<file path="config.mk">
export PLATFORM = sky130hd
export DESIGN_NAME = mfa_out_queue
export DESIGN_NICKNAME = d
export VERILOG_FILES = /design/src/rtl/mfa_pkg.sv /design/src/rtl/mfa_out_queue.sv
export SDC_FILE = /design/constraint.sdc
export NUM_CORES = 1
export LEC_CHECK = 0
export ABC_CLOCK_PERIOD_IN_PS = 7950
export BUFFER_PORTS_ARGS = -buffer_cell sky130_fd_sc_hd__buf_2
export CORE_UTILIZATION = 47
export CTS_CLUSTER_SIZE = 14
export DETAILED_ROUTE_END_ITERATION = 12
export SLEW_MARGIN = 25
export SYNTH_ARGS = -nofsm -noshare
export SYNTH_HDL_FRONTEND = slang
export SYNTH_SLANG_ARGS = --single-unit
</file>
<file path="constraint.sdc">
create_clock -name i_clk -period 7.95 [get_ports i_clk]
set_input_delay 1.1925 -clock i_clk [delete_from_list [all_inputs] [get_ports i_clk]]
set_output_delay 1.1925 -clock i_clk [all_outputs]
set_load 0.02 [all_outputs]
</file>
<file path="src/rtl/mfa_pkg.sv">
`timescale 1ns / 1ps

package mfa_pkg;

    localparam int OP_W       = 3;
    localparam int IDX_RAW_W  = 12;
    localparam int SAMPLE_W   = 32;
    localparam int ACC_W      = 48;
    localparam int CNT_W      = 13;
    localparam int CFG_IDX_W  = 1;
    localparam int CFG_DATA_W = 32;
    localparam int OUTQ_DEPTH = 8;
    localparam int OUTQ_PTR_W = 3;

    typedef enum logic [OP_W-1:0] {
        OP_SUM    = 3'd0,
        OP_WSUM   = 3'd1,
        OP_SUMSQ  = 3'd2,
        OP_WSUMSQ = 3'd3,
        OP_MIN    = 3'd4,
        OP_MAX    = 3'd5,
        OP_COUNT  = 3'd6,
        OP_RUNLEN = 3'd7
    } t_op;

    localparam logic [CFG_IDX_W-1:0] CFG_WEIGHT    = 1'b0;
    localparam logic [CFG_IDX_W-1:0] CFG_REF_VALUE = 1'b1;

    localparam logic [SAMPLE_W-1:0] WEIGHT_RESET = 32'h0001_0000;
    localparam logic [SAMPLE_W-1:0] REF_RESET    = 32'h0000_0000;

    localparam logic [ACC_W-1:0] ACC_MAX = 48'h7FFF_FFFF_FFFF;
    localparam logic [ACC_W-1:0] ACC_MIN = 48'h8000_0000_0000;
    localparam logic [ACC_W-1:0] ONE_Q16 = 48'h0000_0001_0000;
    localparam logic [CNT_W-1:0] CNT_MAX = 13'h1FFF;

    typedef struct packed {
        logic [ACC_W-1:0] new_value;
        logic             value_missing;
        logic [CNT_W-1:0] miss_count;
    } t_result;

endpackage

</file>
<file path="src/rtl/mfa_out_queue.sv">
`timescale 1ns / 1ps

module mfa_out_queue (
    input  logic             i_clk,
    input  logic             i_rst_n,
    input  logic             i_push,
    input  mfa_pkg::t_result i_data,
    input  logic             i_pop,
    output logic             o_valid,
    output mfa_pkg::t_result o_data
);

    localparam int PTR_W = mfa_pkg::OUTQ_PTR_W;

    mfa_pkg::t_result r_buf [mfa_pkg::OUTQ_DEPTH];
    logic [PTR_W:0]   r_wptr;
    logic [PTR_W:0]   r_rptr;

    always_ff @(posedge i_clk) begin
        if (!i_rst_n) begin
            r_wptr <= '0;
            r_rptr <= '0;
        end else begin
            if (i_push) begin
                r_wptr <= r_wptr + 1'b1;
            end
            if (i_pop) begin
                r_rptr <= r_rptr + 1'b1;
            end
        end
    end

    always_ff @(posedge i_clk) begin
        if (i_push) begin
            r_buf[r_wptr[PTR_W-1:0]] <= i_data;
        end
    end

    assign o_valid = (r_wptr != r_rptr);
    assign o_data  = r_buf[r_rptr[PTR_W-1:0]];

endmodule

</file>
* Yosys cells after proc, flatten, opt, wreduce, memory -nomap -nowiden
Memories as Yosys holds them, arrays and structs flattened. A register that Yosys moved wholly into a read port is not among the register bits.
Cells that the tools add are included.
** Word-level totals
- Bits of input ports :: 66
- Memories kept :: 1
- Logic and storage cells :: 10
- Bits in registers :: 8
- Bits in writable memories :: 496
- Output and inout bits :: 63
** Cells by class
- Muxes and demuxes :: 4
- Eq/ne operators :: 1
- Add/sub/neg operators :: 2
** Memories
- r_buf :: words 8, width 62, rd ports 1, clocked after Yosys merged registers in 1, write ports 1, RTL line mfa_out_queue.sv:15 : mfa_pkg::t_result r_buf [mfa_pkg::OUTQ_DEPTH];
** Operator list (count)
- $add 4x1->4 const B :: 2
- $mux 3 :: 2
- $ne 4x4->1 :: 1
- $mux 1 :: 2

* Depth between registers and ports, before layout
Gate-level depths: netlist of the first run.
- Depth in word-level cells :: 3
- Mapped depth :: 5
- Depth with buffers taken out :: 4

* Least setup slack after synthesis of the first run
OpenSTA, ideal clock, no wires.
- Kind :: input-to-reg
- From :: input port i_push
- To :: memory r_buf[2][0] (netlist bit) (enable)
- Stages on the path :: 2
- Path buffers :: 0
- Required time :: 7.392 ns
- Library setup time :: 0.558 ns
- Arrival time :: 5.525 ns
- Slack :: 1.867 ns
- Cells stage by stage :: nand2_1 nor3_1
** On the way
- Longest elaborated chain between the ends :: 2
** RTL lines
- from (decl) :: RTL line mfa_out_queue.sv:6 : input logic i_push,
- $mux 1 :: RTL line mfa_out_queue.sv:34 : if (i_push) begin
- $mux 1 (implied by the code) :: RTL line mfa_out_queue.sv:35 : r_buf[r_wptr[PTR_W-1:0]] <= i_data;
- to (decl) :: RTL line mfa_out_queue.sv:15
No other way between the ends.

==> results of run 1 <==
-- cells by family (layout without fill, tap and decap cells) --
| logic type | count (synthesis) | count (layout) | share of synthesized area (%) |
|---|---|---|---|
| buffers and inverters | 37 | 236 | 1.43 |
| muxes | 188 | 188 | 19.5 |
| and+or+nand+nor | 26 | 26 | 0.695 |
| xor gates and xnor gates | 9 | 9 | 0.406 |
| adders and majority gates | 2 | 2 | 0.129 |
| other | 0 | 1 | 0 |
| DFF | 507 | 507 | 77.8 |
| AOI/OAI and AO/OA | 2 | 2 | 0.0644 |
-- registers in the layout, indices dropped and copies added (netlist names), named ones only --
name,flops
r_buf,496
r_rptr,4
r_wptr,4
-- layout make-up --
type / count / share of cell area, %
timing repair buffer: 143 / 3.64
clock buffer: 68 / 6.22
tap: 532 / 2.99
sequential: 507 / 68.0
multi-input combinational: 227 / 18.4
antenna: 1 / 0.0113
clock inverter: 25 / 0.726
-- placed cells by master (no fill, tap or decap) --
master	count
a21boi_0	1
and2_1	6
buf_12	1
buf_16	2
buf_2	128
buf_4	11
buf_6	1
bufinv_16	2
clkbuf_1	15
clkbuf_16	53
clkinv_1	17
clkinv_2	4
dfxtp_1	8
dfxtp_4	3
diode_2	1
edfxtp_1	496
ha_1	2
inv_6	2
mux2_2	2
mux2_4	60
mux2i_1	2
mux4_1	14
mux4_2	110
nand2_1	4
nand2b_1	3
nand4_1	2
nor2_4	6
nor2b_1	2
nor3_2	2
o21ai_0	1
or3_1	1
xnor2_1	7
xor2_1	2
-- synthesized netlist by cell type --
cell type and number:
edfxtp_1 496, mux4_2 110, mux2_4 60, buf_2 14
mux4_1 14, clkbuf_1 11, dfxtp_1 11, buf_12 7
xnor2_1 7, and2_1 6, nor2_1 6, buf_1 4
nand2_1 4, nand2b_1 3, ha_1 2, mux2_2 2
mux2i_1 2, nand4_1 2, nor2b_1 2, nor3_1 2
xor2_1 2, a21boi_0 1, buf_6 1, o21ai_0 1
or3_1 1
-- worst register-to-register path: cells and delay by family, from the launching register on --
family / cells / cell delay (ps)
flops: 1 / 410
buf+inv: 1 / 750
simple gates: 2 / 1120
-- final timing paths --
kind                                 from           end  cells past startpoint
worst min register to register  r_wptr[3]     r_wptr[3]                      2
worst max-delay path            flip-flop    o_data[53]                      4
worst min-delay path            r_wptr[3]     r_wptr[3]                      2
worst max register to register  r_wptr[1]  r_buf[3][24]                      3
-- layer usage --
layer / wire length [um] / vias up / global-route usage, %
met5: 65 / - / 0
met4: 680 / 10 / 5.58
met3: 1860 / 57 / 4.15
met2: 17300 / 162 / 27.8
met1: 16300 / 4336 / 25.2
li1: - / 3620 / -
-- per-stage QoR --
stage | instance area, um2 | total power, W | worst slack (ps) | hold WS [ps] | std cells
floorplan | 19400 | 0.00345 | 1870 | 477 | 771
global placement | 20600 | 0.00359 | 3910 | 498 | 1407
detailed placement | 20700 | 0.00360 | 3920 | 515 | 1409
CTS | 22200 | 0.00583 | 3280 | 525 | 1502
global route | 22200 | 0.00596 | 3190 | 584 | 1502
finish | 22200 | 0.00576 | 3390 | 523 | 1503
-- power by group --
part | switching, W | total (W) | internal (W)
logic | 0.000266 | 0.000503 | 0.000237
clock network | 0.000945 | 0.00222 | 0.00128
registers | 0.0000265 | 0.00303 | 0.00301
total | 0.00124 | 0.00576 | 0.00452
==> run_results.csv, run 1 <==
group,metric,value,unit
status,status,"complete, no violations",
clocking,ctsHtreeMaxLevel,2,
die,die-area,42200,um2
grt,gr-usage-all-layers,17.9,%
timing,setup_tns,0,ps
place,port_buffers,128,
synth,yosys.area.top_type,"edfxtp_1",
final_layout,syn2layout_area_growth,14.5,%
timing,maxSlewHeadroom,32.5,%
clocking,root_buffer,"clkbuf_16",
setup_path,critPathCaptureType,"primary output",
detailed_routing,routed_via_density,5.45,
synth,synth_top_area_share,76.6,%
clocking,cts-resized-gates,0,
place,gp_congestion,0.670,
die,start_util,47.6,%
place,dp_hpwl,18.3,mm
clocking,cts_hold_buf,0,
setup_path,slowest_delay,980,ps
clocking,ctsLongestPathBuffers,3,
timing,rsz0062_at_grt,"false",
final_layout,drive_above_1_share,39.9,%
timing,tightest_slew,1010,ps
timing,post-route-period-util,57.3,%
synth,synth.cell_area,19400,um2
final_layout,final_core_util,54.5,%
setup_path,cp.required,6760,ps
final_layout,ff_latch_area,15100,um2
detailed_routing,wl,36.2,mm
timing,hold_viol_final,0,
setup_path,rrSetupSlack,5280,ps
setup_path,arrival,3360,ps
die,die_y,205,um
grt,antenna_found_initial,7,
synth,syn_avg_cell_area,25.2,um2
setup_path,path_class,"flip-flop to primary output",
setup_path,critPathSlowestCell,"dfxtp_4",
synth,syn_nets,839,
detailed_routing,drtIter0Drc,504,
grt,grt_max_degree,75,
power_and_ir_drop,p_per_area,259,nW/um2
die,core-area,40800,um2
clocking,cts_tree,"done",
synth,synth_area_leaders,"edfxtp_1, mux4_2, mux2_4",
detailed_routing,routedWlPerCell,24.1,um
setup_path,crit_family,"flip-flops",
synth,yosysWarnings,0,
timing,fin_crit,4560,ps
detailed_routing,dr.pass1.iters,6,
die,rows,74,
clocking,clkLatencyLatePin,590,ps
timing,clock_skew,15.9,ps
clocking,clock_sinks,507,
synth,seq_area_frac_synth,77.8,%
detailed_routing,drc,0,
synth,yosysUniqueCellTypes,25,
detailed_routing,vias,8185,
worst_hold_path,holdCritPathClass,"flip-flop to flip-flop",
clocking,post_cts_buffers,0,
grt,grt_pass1_vias,8797,
die,pin_count,129,
setup_path,crit_chain,"buf_4, mux4_2, mux2_4, buf_2",
flow_run,drv_cap,0,
synth,synth_seq_cells,507,
clocking,path_clk_slew,60,ps
grt,grt_pass1_wl,54.6,mm
synth,synthCells,771,
setup_path,crit_path_start_kind,"flip-flop",
setup_path,worst-path-buf-inv,2,
power_and_ir_drop,ir_drop,0.000158,V
power_and_ir_drop,leakage,7.20,nW
final_layout,nets,999,
final_layout,multi_input_area,4100,um2
timing,clock.fmax,220,MHz
timing,finalSetupViolCount,0,
final_layout,fill_cells,3075,
detailed_routing,ant_nets,0,
grt,grt-ovfl-total,0,
timing,maxSlewViolCount,0,
clocking,cts_buffers,52,
die,die_w,205,um
setup_path,path_max_fanout,64,
(Power assumes the default switching activity.)
==> inputs of run 2 (changes only) <==
- ABC_CLOCK_PERIOD_IN_PS: 7950 -> 4300
- clock period: 7.95 -> 4.3 ns (I/O delays scaled with it)
==> run 2 against run 1 <==
Compared with the run above:
- global-route usage shrank 0.066 points
- cell area grew 1.1%
- largest cell class unchanged
- final cell count grew 0.40%
- wire length grew 0.58%
- clock skew is essentially flat
- clock power grew 99%
- sequential share of layout area shrank 0.72 points
- die area is the same
==> run_results.csv, run 2 (same netlist as run 1, synthesis figures left out) <==
group,metric,value,unit
status,status,"complete, no violations",
detailed_routing,dr.pass1.iters,4,
clocking,cts_buffers,51,
final_layout,syn2layout_area_growth,15.7,%
detailed_routing,routedWlPerCell,24.1,um
timing,rsz0062_at_grt,"false",
detailed_routing,wl,36.4,mm
clocking,post_cts_buffers,0,
detailed_routing,vias,8305,
clocking,cts_hold_buf,0,
timing,maxSlewHeadroom,43.6,%
timing,clock.fmax,292,MHz
setup_path,rr_endpoint,"r_buf[7][52]",
power_and_ir_drop,p_per_area,488,nW/um2
grt,use_met1,25.2,%
timing,finalSetupViolCount,0,
place,port_buffers,128,
timing,tightest_slew,846,ps
die,core-area,40800,um2
final_layout,final_cell_mix,"edfxtp_1, buf_2, mux4_2, mux2_4, clkbuf_16",
grt,grt-ovfl-total,0,
grt,gr-usage-all-layers,17.8,%
power_and_ir_drop,ir_drop,0.000295,V
final_layout,nets,1004,
die,die_y,205,um
clocking,ctsHtreeMaxLevel,2,
die,pin_count,129,
grt,antenna_found_initial,5,
final_layout,mostFrequentLayoutCell,"edfxtp_1",
setup_path,reg2reg_from,"r_wptr[0]",
setup_path,reg2reg_depth,3,
setup_path,slowest_delay,660,ps
timing,setup_tns,0,ps
setup_path,path_class,"flip-flop to primary output",
grt,use_met3,3.47,%
clocking,cts_tree,"done",
worst_hold_path,hold_end,"r_buf[1][15]",
setup_path,crit_path_start_kind,"flip-flop",
detailed_routing,drc,0,
clocking,clock_sinks,507,
detailed_routing,routed_via_density,5.50,
setup_path,arrival,2780,ps
clocking,clkLatencyLatePin,590,ps
clocking,cts-resized-gates,0,
grt,grt_pass1_vias,8707,
clocking,root_buffer,"clkbuf_16",
setup_path,critPathSlowestCell,"dfxtp_4",
timing,fin_crit,3430,ps
grt,busiest_layer,"met2",
clocking,path_clk_slew,60,ps
die,die_w,205,um
die,die-area,42200,um2
final_layout,largest_register_ff_count,496,
setup_path,critPathCaptureType,"primary output",
detailed_routing,ant_nets,0,
worst_hold_path,min_from,"i_data[15]",
grt,use_met2,28.1,%
setup_path,cp.required,3650,ps
flow_run,drv_cap,0,
die,start_util,47.6,%
clocking,ctsLongestPathBuffers,3,
setup_path,crit_chain,"buf_12, mux4_1, mux2_4, buf_2",
die,rows,74,
final_layout,drive_above_1_share,41.7,%
detailed_routing,drtIter0Drc,387,
grt,grt_max_degree,59,
timing,clock_skew,15.6,ps
place,gp_congestion,0.673,
timing,maxSlewViolCount,0,
worst_hold_path,holdCritPathClass,"input port to flip-flop",
place,dp_hpwl,19.3,mm
grt,grt_pass1_wl,54.0,mm
power_and_ir_drop,leakage,7.31,nW
setup_path,path_max_fanout,54,
timing,post-route-period-util,79.7,%
worst_hold_path,hold_depth,1,
setup_path,rrSetupSlack,2050,ps
timing,hold_viol_final,0,
power_and_ir_drop,p_total,0.0110,W
-- run 2: worst max-delay path: cells and delay by family (launching register included) --
kind	cells	cell delay, ps
multiplexers	2	880
flip-flops	1	660
buffers and inverters	2	560
-- run 2: layer usage --
layer	vias up	routed length, um
li1	3631	-
met1	4420	16300
met2	190	17700
met3	58	1600
met4	6	782
met5	-	45
-- run 2: how the worst max path moves through the flow --
stage | from | end | slack [ps] | cells past startpoint
floorplan | i_push | r_buf[7][0] | 430 | 2
global placement | flip-flop | o_data[46] | 1430 | 4
detailed placement | flip-flop | o_data[46] | 1410 | 4
CTS | flip-flop | o_data[46] | 790 | 4
global route | flip-flop | o_data[24] | 680 | 4
finish | flip-flop | o_data[24] | 870 | 4
-- run 2: power breakdown --
| part | total [W] | internal, W | leakage [nW] | switching (W) |
|---|---|---|---|---|
| logic | 0.000933 | 0.000443 | 1.88 | 0.000490 |
| clock network | 0.00442 | 0.00265 | 0.832 | 0.00177 |
| registers | 0.00561 | 0.00556 | 4.60 | 0.0000597 |
-- run 2: per-stage QoR --
stage	instances	util, %	hold WS [ps]	instance area (um2)	setup slack [ps]
floorplan	771	-	477	19400	428
global placement	1415	50.9	498	20800	1430
detailed placement	1415	50.9	515	20800	1410
CTS	1508	55.1	289	22500	786
global route	1508	55.1	320	22500	677
finish	1509	55.1	330	22500	872
-- run 2: final cells by class --
cell class              count  area, um2
fillers                  3072      18400
flip-flops and latches    507      15100
multi-input cells         227       4110
clock buffers              60       1350
repair buffers            149        898
well taps                 532        666
clock inverters            33        329
diodes                      1       2.50
